--- src/nlp_pkg.sv ---
// nlp_pkg: shared types and codes of the numeric literal parser.
// Used by front, queue, back, top and checker; depends on nothing.
`timescale 1ns / 1ps

package nlp_pkg;

   // result kinds
   localparam logic [1:0] KIND_NONE = 2'd0;
   localparam logic [1:0] KIND_UINT = 2'd1;
   localparam logic [1:0] KIND_NINT = 2'd2;
   localparam logic [1:0] KIND_FRAC = 2'd3;

   // suffix codes
   localparam logic [1:0] SFX_NONE = 2'd0;
   localparam logic [1:0] SFX_KILO = 2'd1;
   localparam logic [1:0] SFX_MEGA = 2'd2;
   localparam logic [1:0] SFX_GIGA = 2'd3;

   // one classified character, as it travels from the front to the back
   typedef struct packed {
      logic        is_white;
      logic        is_nul;
      logic        is_minus;
      logic        is_plus;
      logic        is_dot;
      logic        is_zero;
      logic        is_dec;
      logic        is_oct;
      logic        is_bin;
      logic        is_hex;
      logic        is_x;
      logic        is_b;
      logic        is_i;
      logic [1:0]  sfx;
      logic [3:0]  digit;
      logic [31:0] pos;
   } char_info_type;

endpackage

--- src/nlp_req_if.sv ---
// nlp_req_if: character channel of the numeric literal parser.
// Carries valid, ready and one 8-bit character; no dependencies.
`timescale 1ns / 1ps

interface nlp_req_if;
   logic       valid;
   logic       ready;
   logic [7:0] char_code;

   modport source (output valid, output char_code, input ready);
   modport sink   (input valid, input char_code, output ready);
endinterface

--- src/nlp_rsp_if.sv ---
// nlp_rsp_if: result channel of the numeric literal parser.
// Carries valid, ready and the parsed number fields; no dependencies.
`timescale 1ns / 1ps

interface nlp_rsp_if;
   logic        valid;
   logic        ready;
   logic [1:0]  kind;
   logic        negative;
   logic [63:0] magnitude;
   logic [7:0]  frac_digits;
   logic [31:0] end_position;
   logic        overflow;

   modport source (output valid, output kind, output negative, output magnitude,
                   output frac_digits, output end_position, output overflow,
                   input ready);
   modport sink   (input valid, input kind, input negative, input magnitude,
                   input frac_digits, input end_position, input overflow,
                   output ready);
endinterface

--- src/nlp_front.sv ---
// nlp_front: accepts characters, classifies them and stamps stream positions.
// Depends on nlp_pkg and nlp_req_if.
`timescale 1ns / 1ps

module nlp_front (
   input  logic                  clock,
   input  logic                  reset,
   nlp_req_if.sink               req,
   output logic                  push_valid,
   output nlp_pkg::char_info_type push_data,
   input  logic                  push_ready
);

   logic [31:0] pos_ff;
   logic [31:0] pos_in;
   logic [7:0]  c;
   logic        lower_hex;
   logic        upper_hex;

   assign c         = req.char_code;
   assign req.ready = push_ready;
   assign push_valid = req.valid;

   assign lower_hex = (c >= 8'h61) && (c <= 8'h66);
   assign upper_hex = (c >= 8'h41) && (c <= 8'h46);

   always_comb begin
      push_data          = '0;
      push_data.is_white = (c == 8'h20) || (c == 8'h09) || (c == 8'h0A) ||
                           (c == 8'h0D) || (c == 8'h0B) || (c == 8'h0C);
      push_data.is_nul   = (c == 8'h00);
      push_data.is_minus = (c == 8'h2D);
      push_data.is_plus  = (c == 8'h2B);
      push_data.is_dot   = (c == 8'h2E);
      push_data.is_zero  = (c == 8'h30);
      push_data.is_dec   = (c >= 8'h30) && (c <= 8'h39);
      push_data.is_oct   = (c >= 8'h30) && (c <= 8'h37);
      push_data.is_bin   = (c == 8'h30) || (c == 8'h31);
      push_data.is_hex   = push_data.is_dec || lower_hex || upper_hex;
      push_data.is_x     = (c == 8'h78) || (c == 8'h58);
      push_data.is_b     = (c == 8'h62) || (c == 8'h42);
      push_data.is_i     = (c == 8'h69) || (c == 8'h49);
      if ((c == 8'h6B) || (c == 8'h4B)) begin
         push_data.sfx = nlp_pkg::SFX_KILO;
      end else if ((c == 8'h6D) || (c == 8'h4D)) begin
         push_data.sfx = nlp_pkg::SFX_MEGA;
      end else if ((c == 8'h67) || (c == 8'h47)) begin
         push_data.sfx = nlp_pkg::SFX_GIGA;
      end else begin
         push_data.sfx = nlp_pkg::SFX_NONE;
      end
      if (lower_hex) begin
         push_data.digit = 4'(c - 8'h57);
      end else if (upper_hex) begin
         push_data.digit = 4'(c - 8'h37);
      end else begin
         push_data.digit = c[3:0];
      end
      push_data.pos = pos_ff;
   end

   // position of every accepted character, wrapping
   assign pos_in = (req.valid && push_ready) ? pos_ff + 32'd1 : pos_ff;

   always_ff @(posedge clock) begin
      if (reset) begin
         pos_ff <= '0;
      end else begin
         pos_ff <= pos_in;
      end
   end

endmodule

--- src/nlp_queue.sv ---
// nlp_queue: two-entry queue of classified characters between front and back.
// Depends on nlp_pkg.
`timescale 1ns / 1ps

module nlp_queue (
   input  logic                   clock,
   input  logic                   reset,
   input  logic                   push_valid,
   input  nlp_pkg::char_info_type push_data,
   output logic                   push_ready,
   output logic                   pop_valid,
   output nlp_pkg::char_info_type pop_data,
   input  logic                   pop_ready
);

   nlp_pkg::char_info_type entry_ff [2];
   logic       wr_ptr_ff, wr_ptr_in;
   logic       rd_ptr_ff, rd_ptr_in;
   logic [1:0] count_ff, count_in;
   logic       push, pop;

   assign push_ready = (count_ff != 2'd2);
   assign pop_valid  = (count_ff != 2'd0);
   assign pop_data   = entry_ff[rd_ptr_ff];
   assign push       = push_valid && push_ready;
   assign pop        = pop_valid && pop_ready;

   assign wr_ptr_in = push ? ~wr_ptr_ff : wr_ptr_ff;
   assign rd_ptr_in = pop ? ~rd_ptr_ff : rd_ptr_ff;
   assign count_in  = 2'(count_ff + {1'b0, push} - {1'b0, pop});

   always_ff @(posedge clock) begin
      if (reset) begin
         wr_ptr_ff <= 1'b0;
         rd_ptr_ff <= 1'b0;
         count_ff  <= 2'd0;
      end else begin
         wr_ptr_ff <= wr_ptr_in;
         rd_ptr_ff <= rd_ptr_in;
         count_ff  <= count_in;
      end
   end

   always_ff @(posedge clock) begin
      if (push) begin
         entry_ff[wr_ptr_ff] <= push_data;
      end
   end

   a_count_bound: assert property (@(posedge clock) disable iff (reset)
      count_ff != 2'd3)
      else $error("queue count out of range");

   a_no_overrun: assert property (@(posedge clock) disable iff (reset)
      count_ff == 2'd2 && !pop |=> count_ff == 2'd2)
      else $error("full queue lost an entry");

   a_ptr_track: assert property (@(posedge clock) disable iff (reset)
      (count_ff == 2'd0 || count_ff == 2'd2) |-> wr_ptr_ff == rd_ptr_ff)
      else $error("queue pointers disagree with count");

endmodule

--- src/nlp_back.sv ---
// nlp_back: parse state machine, accumulator, suffix scaling and result register.
// Depends on nlp_pkg and nlp_rsp_if.
`timescale 1ns / 1ps

module nlp_back (
   input  logic                   clock,
   input  logic                   reset,
   input  logic                   pop_valid,
   input  nlp_pkg::char_info_type pop_data,
   output logic                   pop_ready,
   nlp_rsp_if.source              rsp
);

   typedef enum logic [11:0] {
      ST_INIT      = 12'b0000_0000_0001,
      ST_SIGN      = 12'b0000_0000_0010,
      ST_ZERO_PT   = 12'b0000_0000_0100,
      ST_INIT_ZERO = 12'b0000_0000_1000,
      ST_DEC       = 12'b0000_0001_0000,
      ST_BIN       = 12'b0000_0010_0000,
      ST_OCT       = 12'b0000_0100_0000,
      ST_HEX       = 12'b0000_1000_0000,
      ST_FRAC      = 12'b0001_0000_0000,
      ST_END_INT   = 12'b0010_0000_0000,
      ST_END_FRAC  = 12'b0100_0000_0000,
      ST_SCALE     = 12'b1000_0000_0000
   } phase_type;

   phase_type   state_ff, state_in, state_n;
   logic [63:0] acc_ff, acc_in, acc_n;
   logic [7:0]  frac_ff, frac_in, frac_n;
   logic        minus_ff, minus_in, minus_n;
   logic [1:0]  sfx_ff, sfx_in, sfx_n;
   logic        wrap_ff, wrap_in, wrap_n;
   logic [1:0]  cnt_ff, cnt_in, cnt_n;
   logic [1:0]  kind_ff, kind_in, kind_n;
   logic [31:0] endpos_ff, endpos_in, endpos_n;

   logic        out_valid_ff, out_valid_in;
   logic [1:0]  out_kind_ff, out_kind_in;
   logic        out_neg_ff, out_neg_in;
   logic [63:0] out_mag_ff, out_mag_in;
   logic [7:0]  out_frac_ff, out_frac_in;
   logic [31:0] out_end_ff, out_end_in;
   logic        out_ovf_ff, out_ovf_in;

   nlp_pkg::char_info_type ch;
   logic        emit, res_emit, step, fire, out_free;
   logic [1:0]  res_kind;
   logic [31:0] res_end;
   logic [67:0] acc_x, mac;
   logic [73:0] acc_k, k1000;
   logic [93:0] acc_b, bshift;
   logic        int_digit;
   logic [1:0]  int_kind;

   assign ch       = pop_data;
   assign out_free = !out_valid_ff || rsp.ready;

   // shift-add datapath: digit accumulate, times 1000, binary suffix shift
   assign acc_x = {4'b0, acc_ff};
   assign acc_k = {10'b0, acc_ff};
   assign acc_b = {30'b0, acc_ff};
   assign k1000 = (acc_k << 10) - (acc_k << 4) - (acc_k << 3);

   always_comb begin
      if (state_ff == ST_BIN) begin
         mac = (acc_x << 1) + {64'b0, ch.digit};
      end else if (state_ff == ST_OCT) begin
         mac = (acc_x << 3) + {64'b0, ch.digit};
      end else if (state_ff == ST_HEX) begin
         mac = (acc_x << 4) + {64'b0, ch.digit};
      end else begin
         mac = (acc_x << 3) + (acc_x << 1) + {64'b0, ch.digit};
      end
   end

   always_comb begin
      case (sfx_ff)
         nlp_pkg::SFX_KILO: bshift = acc_b << 10;
         nlp_pkg::SFX_MEGA: bshift = acc_b << 20;
         default:           bshift = acc_b << 30;
      endcase
   end

   assign int_kind  = minus_ff ? nlp_pkg::KIND_NINT : nlp_pkg::KIND_UINT;
   assign int_digit = ((state_ff == ST_DEC) && ch.is_dec) ||
                      ((state_ff == ST_BIN) && ch.is_bin) ||
                      ((state_ff == ST_OCT) && ch.is_oct) ||
                      ((state_ff == ST_HEX) && ch.is_hex);

   // next phase for one character (or one scaling step)
   always_comb begin
      state_n  = state_ff;
      acc_n    = acc_ff;
      frac_n   = frac_ff;
      minus_n  = minus_ff;
      sfx_n    = sfx_ff;
      wrap_n   = wrap_ff;
      cnt_n    = cnt_ff;
      kind_n   = kind_ff;
      endpos_n = endpos_ff;
      emit     = 1'b0;
      res_kind = nlp_pkg::KIND_NONE;
      res_end  = ch.pos;
      unique case (state_ff)
         ST_INIT: begin
            if (ch.is_minus) begin
               minus_n = 1'b1;
               state_n = ST_SIGN;
            end else if (ch.is_plus) begin
               state_n = ST_SIGN;
            end else if (ch.is_dot) begin
               state_n = ST_FRAC;
            end else if (ch.is_zero) begin
               state_n = ST_INIT_ZERO;
            end else if (ch.is_dec) begin
               acc_n   = {60'b0, ch.digit};
               state_n = ST_DEC;
            end else if (!ch.is_white) begin
               emit = 1'b1;
            end
         end
         ST_SIGN: begin
            if (ch.is_zero) begin
               state_n = ST_ZERO_PT;
            end else if (ch.is_dot) begin
               state_n = ST_FRAC;
            end else if (ch.is_dec) begin
               acc_n   = {60'b0, ch.digit};
               state_n = ST_DEC;
            end else begin
               emit = 1'b1;
            end
         end
         ST_ZERO_PT: begin
            if (ch.is_dot) begin
               state_n = ST_FRAC;
            end else if (!ch.is_zero) begin
               emit = 1'b1;
            end
         end
         ST_INIT_ZERO: begin
            if (ch.is_x) begin
               state_n = ST_HEX;
            end else if (ch.is_b) begin
               state_n = ST_BIN;
            end else if (ch.is_dot) begin
               state_n = ST_FRAC;
            end else if (ch.is_nul) begin
               emit     = 1'b1;
               res_kind = nlp_pkg::KIND_UINT;
            end else if (ch.sfx != nlp_pkg::SFX_NONE) begin
               sfx_n   = ch.sfx;
               state_n = ST_END_INT;
            end else if (ch.is_oct) begin
               acc_n   = {60'b0, ch.digit};
               state_n = ST_OCT;
            end else begin
               emit = 1'b1;
            end
         end
         ST_DEC, ST_BIN, ST_OCT, ST_HEX: begin
            if (int_digit) begin
               acc_n  = mac[63:0];
               wrap_n = wrap_ff || (mac[67:64] != 4'd0);
            end else if ((state_ff == ST_DEC) && ch.is_dot) begin
               state_n = ST_FRAC;
            end else if (ch.sfx != nlp_pkg::SFX_NONE) begin
               sfx_n   = ch.sfx;
               state_n = ST_END_INT;
            end else if (ch.is_white || ch.is_nul) begin
               emit     = 1'b1;
               res_kind = int_kind;
            end else begin
               emit = 1'b1;
            end
         end
         ST_FRAC: begin
            if (ch.is_dec) begin
               acc_n  = mac[63:0];
               wrap_n = wrap_ff || (mac[67:64] != 4'd0);
               frac_n = (frac_ff != 8'hFF) ? frac_ff + 8'd1 : frac_ff;
            end else if (ch.sfx != nlp_pkg::SFX_NONE) begin
               sfx_n   = ch.sfx;
               state_n = ST_END_FRAC;
            end else if (ch.is_white || ch.is_nul) begin
               emit     = 1'b1;
               res_kind = nlp_pkg::KIND_FRAC;
            end else begin
               emit = 1'b1;
            end
         end
         ST_END_INT, ST_END_FRAC: begin
            kind_n = (state_ff == ST_END_FRAC) ? nlp_pkg::KIND_FRAC : int_kind;
            if (ch.is_i) begin
               acc_n    = bshift[63:0];
               wrap_n   = wrap_ff || (bshift[93:64] != 30'd0);
               emit     = 1'b1;
               res_kind = kind_n;
               res_end  = ch.pos + 32'd1;
            end else begin
               // first times-1000 step now, the rest in the scaling phase
               acc_n  = k1000[63:0];
               wrap_n = wrap_ff || (k1000[73:64] != 10'd0);
               if (sfx_ff == nlp_pkg::SFX_KILO) begin
                  emit     = 1'b1;
                  res_kind = kind_n;
               end else begin
                  cnt_n    = 2'(sfx_ff - 2'd1);
                  endpos_n = ch.pos;
                  state_n  = ST_SCALE;
               end
            end
         end
         ST_SCALE: begin
            acc_n  = k1000[63:0];
            wrap_n = wrap_ff || (k1000[73:64] != 10'd0);
            cnt_n  = 2'(cnt_ff - 2'd1);
            if (cnt_ff == 2'd1) begin
               emit     = 1'b1;
               res_kind = kind_ff;
               res_end  = endpos_ff;
            end
         end
         default: begin
            state_n = ST_INIT;
         end
      endcase
   end

   // handshake with the queue and the result register
   assign pop_ready = (state_ff != ST_SCALE) && (!emit || out_free);
   assign step      = (state_ff == ST_SCALE) ? (cnt_ff != 2'd1 || out_free)
                                              : (pop_valid && pop_ready);
   assign res_emit  = emit;
   assign fire      = step && res_emit;

   always_comb begin
      if (fire) begin
         state_in  = ST_INIT;
         acc_in    = '0;
         frac_in   = '0;
         minus_in  = 1'b0;
         sfx_in    = nlp_pkg::SFX_NONE;
         wrap_in   = 1'b0;
         cnt_in    = '0;
         kind_in   = nlp_pkg::KIND_NONE;
         endpos_in = endpos_ff;
      end else if (step) begin
         state_in  = state_n;
         acc_in    = acc_n;
         frac_in   = frac_n;
         minus_in  = minus_n;
         sfx_in    = sfx_n;
         wrap_in   = wrap_n;
         cnt_in    = cnt_n;
         kind_in   = kind_n;
         endpos_in = endpos_n;
      end else begin
         state_in  = state_ff;
         acc_in    = acc_ff;
         frac_in   = frac_ff;
         minus_in  = minus_ff;
         sfx_in    = sfx_ff;
         wrap_in   = wrap_ff;
         cnt_in    = cnt_ff;
         kind_in   = kind_ff;
         endpos_in = endpos_ff;
      end
   end

   // result register
   assign out_valid_in = fire ? 1'b1 : (rsp.ready ? 1'b0 : out_valid_ff);
   assign out_kind_in  = res_kind;
   assign out_neg_in   = (res_kind != nlp_pkg::KIND_NONE) && minus_ff;
   assign out_mag_in   = (res_kind != nlp_pkg::KIND_NONE) ? acc_n : 64'd0;
   assign out_frac_in  = (res_kind == nlp_pkg::KIND_FRAC) ? frac_ff : 8'd0;
   assign out_end_in   = res_end;
   assign out_ovf_in   = (res_kind != nlp_pkg::KIND_NONE) && wrap_n;

   always_ff @(posedge clock) begin
      if (reset) begin
         state_ff     <= ST_INIT;
         acc_ff       <= '0;
         frac_ff      <= '0;
         minus_ff     <= 1'b0;
         sfx_ff       <= nlp_pkg::SFX_NONE;
         wrap_ff      <= 1'b0;
         cnt_ff       <= '0;
         kind_ff      <= nlp_pkg::KIND_NONE;
         out_valid_ff <= 1'b0;
      end else begin
         state_ff     <= state_in;
         acc_ff       <= acc_in;
         frac_ff      <= frac_in;
         minus_ff     <= minus_in;
         sfx_ff       <= sfx_in;
         wrap_ff      <= wrap_in;
         cnt_ff       <= cnt_in;
         kind_ff      <= kind_in;
         out_valid_ff <= out_valid_in;
      end
   end

   always_ff @(posedge clock) begin
      endpos_ff <= endpos_in;
      if (fire) begin
         out_kind_ff <= out_kind_in;
         out_neg_ff  <= out_neg_in;
         out_mag_ff  <= out_mag_in;
         out_frac_ff <= out_frac_in;
         out_end_ff  <= out_end_in;
         out_ovf_ff  <= out_ovf_in;
      end
   end

   assign rsp.valid        = out_valid_ff;
   assign rsp.kind         = out_kind_ff;
   assign rsp.negative     = out_neg_ff;
   assign rsp.magnitude    = out_mag_ff;
   assign rsp.frac_digits  = out_frac_ff;
   assign rsp.end_position = out_end_ff;
   assign rsp.overflow     = out_ovf_ff;

   a_scale_count: assert property (@(posedge clock) disable iff (reset)
      state_ff == ST_SCALE |-> cnt_ff != 2'd0)
      else $error("scaling phase with no steps left");

   a_scale_no_pop: assert property (@(posedge clock) disable iff (reset)
      state_ff == ST_SCALE |-> !pop_ready)
      else $error("character taken during scaling");

   a_reject_clean: assert property (@(posedge clock) disable iff (reset)
      rsp.valid && rsp.kind == nlp_pkg::KIND_NONE |->
         rsp.magnitude == 64'd0 && !rsp.overflow && !rsp.negative)
      else $error("rejection carries number fields");

   a_frac_only: assert property (@(posedge clock) disable iff (reset)
      rsp.valid && rsp.kind != nlp_pkg::KIND_FRAC |-> rsp.frac_digits == 8'd0)
      else $error("fraction digits on an integer result");

   a_clear_after: assert property (@(posedge clock) disable iff (reset)
      fire |=> state_ff == ST_INIT && acc_ff == 64'd0 && !wrap_ff)
      else $error("number state not cleared after a result");

endmodule

--- src/numeric_literal_parser.sv ---
// numeric_literal_parser: ASCII number literal parser, top level.
// Depends on nlp_pkg, nlp_req_if, nlp_rsp_if, nlp_front, nlp_queue, nlp_back.
//
// Usage:
//  - req_if carries one character per transfer (char_code, 0 = NUL). rsp_if
//    carries one parsed number per transfer: kind, negative, magnitude,
//    frac_digits, end_position and overflow. A result is sent only on the
//    character that ends or rejects a number; other characters send nothing.
//  - Throughput is one character per cycle unless suffix scaling or a pending
//    result stalls it. A decimal suffix reuses the times-1000 shift-add unit:
//    k needs no scaling step, m and g add steps that stall the input (ready low
//    while the queue is full) unless the sender left gaps for the queue.
//  - The deciding character passes through the queue to the parse state
//    machine, whose result register loads when it is popped; suffix
//    scaling and waits behind a queued character delay the result.
//  - Backpressure: when rsp_if.ready is low the result register holds;
//    characters that produce no result keep flowing until a second result
//    is due, then the queue fills and req_if.ready drops.
//  - Reset (synchronous, active high) restarts parsing, zeroes the stream
//    position counter and drops any queued characters and pending result.
`timescale 1ns / 1ps

module numeric_literal_parser (
   input  logic      clock,
   input  logic      reset,
   nlp_req_if.sink   req_if,
   nlp_rsp_if.source rsp_if
);

   nlp_pkg::char_info_type push_data;
   nlp_pkg::char_info_type pop_data;
   logic                   push_valid, push_ready;
   logic                   pop_valid, pop_ready;

   // classify and stamp position
   nlp_front u_front (
      .clock      (clock),
      .reset      (reset),
      .req        (req_if),
      .push_valid (push_valid),
      .push_data  (push_data),
      .push_ready (push_ready)
   );

   // decouples character intake from parsing and scaling
   nlp_queue u_queue (
      .clock      (clock),
      .reset      (reset),
      .push_valid (push_valid),
      .push_data  (push_data),
      .push_ready (push_ready),
      .pop_valid  (pop_valid),
      .pop_data   (pop_data),
      .pop_ready  (pop_ready)
   );

   // parse, accumulate, scale and hold the result
   nlp_back u_back (
      .clock     (clock),
      .reset     (reset),
      .pop_valid (pop_valid),
      .pop_data  (pop_data),
      .pop_ready (pop_ready),
      .rsp       (rsp_if)
   );

endmodule

--- src/flat_wrapper.sv ---
// flat-port wrapper written by rule: the top's interface ports become plain ports
module numeric_literal_parser_flat 
  (clock, reset, req_if_valid, req_if_char_code, req_if_ready, rsp_if_valid, rsp_if_kind, rsp_if_negative, rsp_if_magnitude, rsp_if_frac_digits, rsp_if_end_position, rsp_if_overflow, rsp_if_ready);
  nlp_req_if req_if_i ();
  nlp_rsp_if rsp_if_i ();
  input  logic clock;
  input  logic reset;
  input wire logic [$bits(req_if_i.valid)-1:0] req_if_valid;
  input wire logic [$bits(req_if_i.char_code)-1:0] req_if_char_code;
  output wire logic [$bits(req_if_i.ready)-1:0] req_if_ready;
  output wire logic [$bits(rsp_if_i.valid)-1:0] rsp_if_valid;
  output wire logic [$bits(rsp_if_i.kind)-1:0] rsp_if_kind;
  output wire logic [$bits(rsp_if_i.negative)-1:0] rsp_if_negative;
  output wire logic [$bits(rsp_if_i.magnitude)-1:0] rsp_if_magnitude;
  output wire logic [$bits(rsp_if_i.frac_digits)-1:0] rsp_if_frac_digits;
  output wire logic [$bits(rsp_if_i.end_position)-1:0] rsp_if_end_position;
  output wire logic [$bits(rsp_if_i.overflow)-1:0] rsp_if_overflow;
  input wire logic [$bits(rsp_if_i.ready)-1:0] rsp_if_ready;
  assign req_if_i.valid = req_if_valid;
  assign req_if_i.char_code = req_if_char_code;
  assign req_if_ready = req_if_i.ready;
  assign rsp_if_valid = rsp_if_i.valid;
  assign rsp_if_kind = rsp_if_i.kind;
  assign rsp_if_negative = rsp_if_i.negative;
  assign rsp_if_magnitude = rsp_if_i.magnitude;
  assign rsp_if_frac_digits = rsp_if_i.frac_digits;
  assign rsp_if_end_position = rsp_if_i.end_position;
  assign rsp_if_overflow = rsp_if_i.overflow;
  assign rsp_if_i.ready = rsp_if_ready;
  numeric_literal_parser u_core (.clock(clock), .reset(reset), .req_if(req_if_i), .rsp_if(rsp_if_i));
endmodule
--- config.mk ---
export PLATFORM = sky130hd
export DESIGN_NAME = numeric_literal_parser_flat
export DESIGN_NICKNAME = d
export VERILOG_FILES = /design/src/nlp_pkg.sv /design/src/nlp_req_if.sv /design/src/nlp_rsp_if.sv /design/src/nlp_front.sv /design/src/nlp_queue.sv /design/src/nlp_back.sv /design/src/numeric_literal_parser.sv /design/src/flat_wrapper.sv
export SDC_FILE = /design/constraint.sdc
export NUM_CORES = 2
export LEC_CHECK = 0
export ABC_AREA = 1
export BUFFER_PORTS_ARGS = -buffer_cell sky130_fd_sc_hd__buf_2
export CORE_MARGIN = 3
export CORE_UTILIZATION = 42
export DETAILED_ROUTE_END_ITERATION = 6
export SKIP_LAST_GASP = 1
export SLEW_MARGIN = 10
export SYNTH_ARGS = -nofsm -noshare
export SYNTH_HDL_FRONTEND = slang
export SYNTH_SLANG_ARGS = --single-unit
--- constraint.sdc ---
create_clock -name clock -period 5.65 [get_ports clock]
set_input_delay 0.565 -clock clock [delete_from_list [all_inputs] [get_ports clock]]
set_output_delay 0.565 -clock clock [all_outputs]
set_load 0.01 [all_outputs]
==> metrics.md <==
| Metric | Value |
|---|---|
| Drt pass-1 iters | 7 |
| Final setup vio count | 0 |
| Worst EP arrival | 5120 ps |
| Final Max Tran Viols | 0 |
| Synth top cells by count | nand2_1 (1555), inv_1 (815), nor2_1 (604) |
| Final worst path period need | 4740 ps |
| DR vias/cell | 5.64 |
| Count of final hold-check violations | 0 |
| First-pass GRT wire length | 227000 µm |
| Layout cells sized above 1 | 0.0759 |
| Layout area overhead | 10.2% |
| Synth warn | 0 |
| PortBufs | 121 |
| VDD IR max | 0.000383 V |
| Mapped Area | 37100 µm² |
| RR Endpoint | u_core.u_back.rsp.magnitude[43]$_SDFFCE_PP0P_ |
| Total CTS buffers | 46 |
| Clk_lat worst skew | 620 ps |
| CTS tree | built |
| Reg2reg setup slack | 910 ps |
| PD cells | 669 nW/µm² |
| Leakage power | 19.2 nW |
| Die Y | 303 µm |
| Postcts setup bufs | 0 |
| # rows | 108 |
| Period utilization | 0.839 |
| Initial Utilization | 0.426 |
| Largest net degree at the start of global routing | 67 |
| HPWL after DPL | 120000 µm |
| Overflow left after global routing | 0 |
| Failing checks | DRC |
| CTS clk-pin slew, worst paths | 60 ps |
| Worst-case clock buffer depth | 3 |
| WP data required | 6030 ps |
| # DRC | 1 |
| Post-synthesis area per instance | 6.56 µm² |
| Slew @ Worst Pin | 1190 ps |
| # hold bufs at CTS | 0 |
| Worst hold path endpoint | u_core.u_back.rsp.valid$_SDFFE_PP0P_ |
| Vias in the first global route | 36.9k |
| Hold_ws | 350 ps |
| Setup TNS | 0 ps |
| CTS root buf | clkbuf_16 |
| Top cell type by total area after synthesis | edfxtp_1 |
| ANT nets after route | 0 |
| Critical Path Start Type | flop |
| Top-count cell post-synth | nand2_1 |
| Post-Syn Nets | 6011 |
| FMAX | 211 MHz |
| Max-cap violations | 0 |
| Crit Path Class | reg2reg |
| Cell variety after synth | 66 |
| Final #Nets | 6141 |
| Tightest Hold Check Type | in2reg |
| Clock Skews | 33.0 ps |
| Wire per inst | 21.7 µm |
| Core Util, Final | 0.469 |
| Die X | 303 µm |
| Total clock sinks | 372 |
| Yosys top cell area share | 0.196 |
| GP Congestion | 1.06 |
| Post-Route WL | 152000 µm |
| Initial DRC Count | 4469 |
| Status | complete, but fails checks |
| Ys async rst share | 0 |
| GRT Total Usage | 0.324 |
| H-tree Lvls | 2 |
| Ys flop type | edfxtp_1 |
| Core ar. | 87200 µm² |
| Setup repair after global routing missed its margin | false |
| EDFF count, synth | 242 |
| Die ar. | 91900 µm² |
| Seq cells post-synth | 372 |
| Initial antenna violation count | 0 |
| Reg2reg path depth | 23 |
| Vias | 39.4k |
| Critical Path Fanout Max | 45 |
| Max-slew headroom | 0.196 |
| Min-delay src | rsp_if_ready |
| Largest cells by area after synthesis | edfxtp_1 (20%), nand2_1 (16%), ha_1 (9.5%) |
| Sequential fraction of the synthesis area | 0.266 |
| # diodes | 0 |
| Syn Inst Count | 5656 |
| Crit end category | flop |
| Io pins | 122 |
| Hold path depth | 3 |
| Cts repair resizes | 0 |
stage by stage:
stage	std cells	area [µm²]	worst slack, ps	total power, mW
floorplan	5656	37100	1030	17.1
global placement	6893	39300	1060	23.6
detailed placement	6893	39300	1030	23.6
CTS	6979	40900	998	26.9
global route	6979	40900	537	29.5
finish	6979	40900	908	27.4
report_power, final:
part	leakage [nW]	internal, mW	switching, mW
Combinational	15.0	5.98	14.6
Sequential	3.43	3.34	0.312
Clock	0.779	1.81	1.35
how the worst max path moves through the flow:
stage	from	endpoint	slack, ps
3_5_place_dp	flop	u_core.u_back.rsp.magnitude[43]$_SDFFCE_PP0P_	1030
2_1_floorplan	u_core.u_back.state_ff[1]$_SDFFE_PP0P_	u_core.u_back.endpos_ff[0]$_DFFE_PP_	1030
4_1_cts	flop	u_core.u_back.rsp.magnitude[43]$_SDFFCE_PP0P_	1000
6_report	flop	u_core.u_back.rsp.magnitude[43]$_SDFFCE_PP0P_	910
3_3_place_gp	flop	u_core.u_back.rsp.overflow$_DFFE_PP_	1060
5_1_grt	flop	u_core.u_back.rsp.magnitude[61]$_SDFFCE_PP0P_	540
metal layers:
metal / up-vias / wire length [µm] / track usage
li1: 18900 / - / -
met1: 18000 / 61700 / 0.414
met2: 2009 / 66400 / 0.516
met3: 463 / 13500 / 0.0597
met4: 0 / 10200 / 0.182
met5: - / 0 / 0
flip-flops by register name, summed over array words and instances (netlist names), 8 cells and up, named ones only:
signal / flops
u_core.u_back.acc_ff: 64
u_core.u_back.endpos_ff: 32
u_core.u_back.frac_ff: 8
u_core.u_back.rsp.end_position: 32
u_core.u_back.rsp.frac_digits: 8
u_core.u_back.rsp.magnitude: 64
u_core.u_back.state_ff: 12
u_core.u_front.pos_ff: 32
u_core.u_queue.entry_ff: 102
worst max-delay path: stages, from the launching register on:
cell and delay (ps):
dfxtp_2 390, inv_4 310, or2_2 170, o21ai_0 130
inv_1 110, ha_1 190, inv_1 60, fa_1 360
inv_1 70, nand2_1 70, a21oi_2 260, nand2_1 200
nor2_1 170, inv_1 130, nor2_2 190, nand2_1 210
nor2_1 560, nand2_1 170, o21ai_0 180, nand3_1 90
nand3_1 170, nand3_1 140, nand2_1 100, inv_1 50
cell type report:
| type | instances | area, µm² |
|---|---|---|
| clock buffer | 47 | 1150 |
| clock inverter | 39 | 470 |
| fill | 9237 | 46300 |
| inverter | 858 | 3230 |
| multi-input combinational | 4290 | 23400 |
| sequential | 372 | 9870 |
| tap | 1155 | 1450 |
| timing repair buffer | 218 | 1350 |
logic make-up (layout without fill, tap and decap cells):
family	Yosys count	after routing	share of synthesized area
multiplexers	4	4	0.00108
adder cells (fa/ha/maj)	343	343	0.128
XOR/XNOR	88	88	0.0208
AND/OR/NAND/NOR	2839	2839	0.325
buffers and inverters	994	1162	0.104
flip-flops	372	372	0.266
AO/OA/AOI/OAI	1016	1016	0.155
layout by cell type, fill, tap and decap left out, types with 10 or more instances in the layout:
| cell | netlist | final |
|---|---|---|
| a21oi_1 | 405 | 405 |
| nand2_1 | 1555 | 1553 |
| nor2_1 | 604 | 601 |
| nand3_1 | 333 | 333 |
| a21o_1 | 14 | 14 |
| dfxtp_1 | 130 | 129 |
| xnor2_1 | 35 | 35 |
| nor3_1 | 81 | 80 |
| o221ai_1 | 17 | 17 |
| o21ai_0 | 288 | 288 |
| inv_2 | 23 | 23 |
| nand3b_1 | 23 | 23 |
| nor2_4 | 8 | 10 |
| clkbuf_16 | 0 | 46 |
| nor4_1 | 34 | 34 |
| fa_1 | 60 | 60 |
| clkinv_2 | 0 | 10 |
| edfxtp_1 | 242 | 242 |
| nand4_1 | 81 | 81 |
| or2_2 | 49 | 49 |
| nor2_2 | 12 | 13 |
| inv_1 | 815 | 813 |
| o22ai_1 | 45 | 45 |
| xor2_1 | 53 | 53 |
| a211oi_1 | 18 | 18 |
| clkinv_1 | 18 | 24 |
| buf_2 | 32 | 121 |
| o21bai_1 | 40 | 40 |
| o21ai_1 | 49 | 49 |
| a31oi_1 | 19 | 19 |
| nand2_2 | 16 | 18 |
| ha_1 | 283 | 282 |
| o21a_1 | 14 | 14 |
| o211ai_1 | 65 | 65 |
| a221oi_1 | 10 | 10 |
| buf_4 | 8 | 96 |
Power figures use the tool's default switching activity.
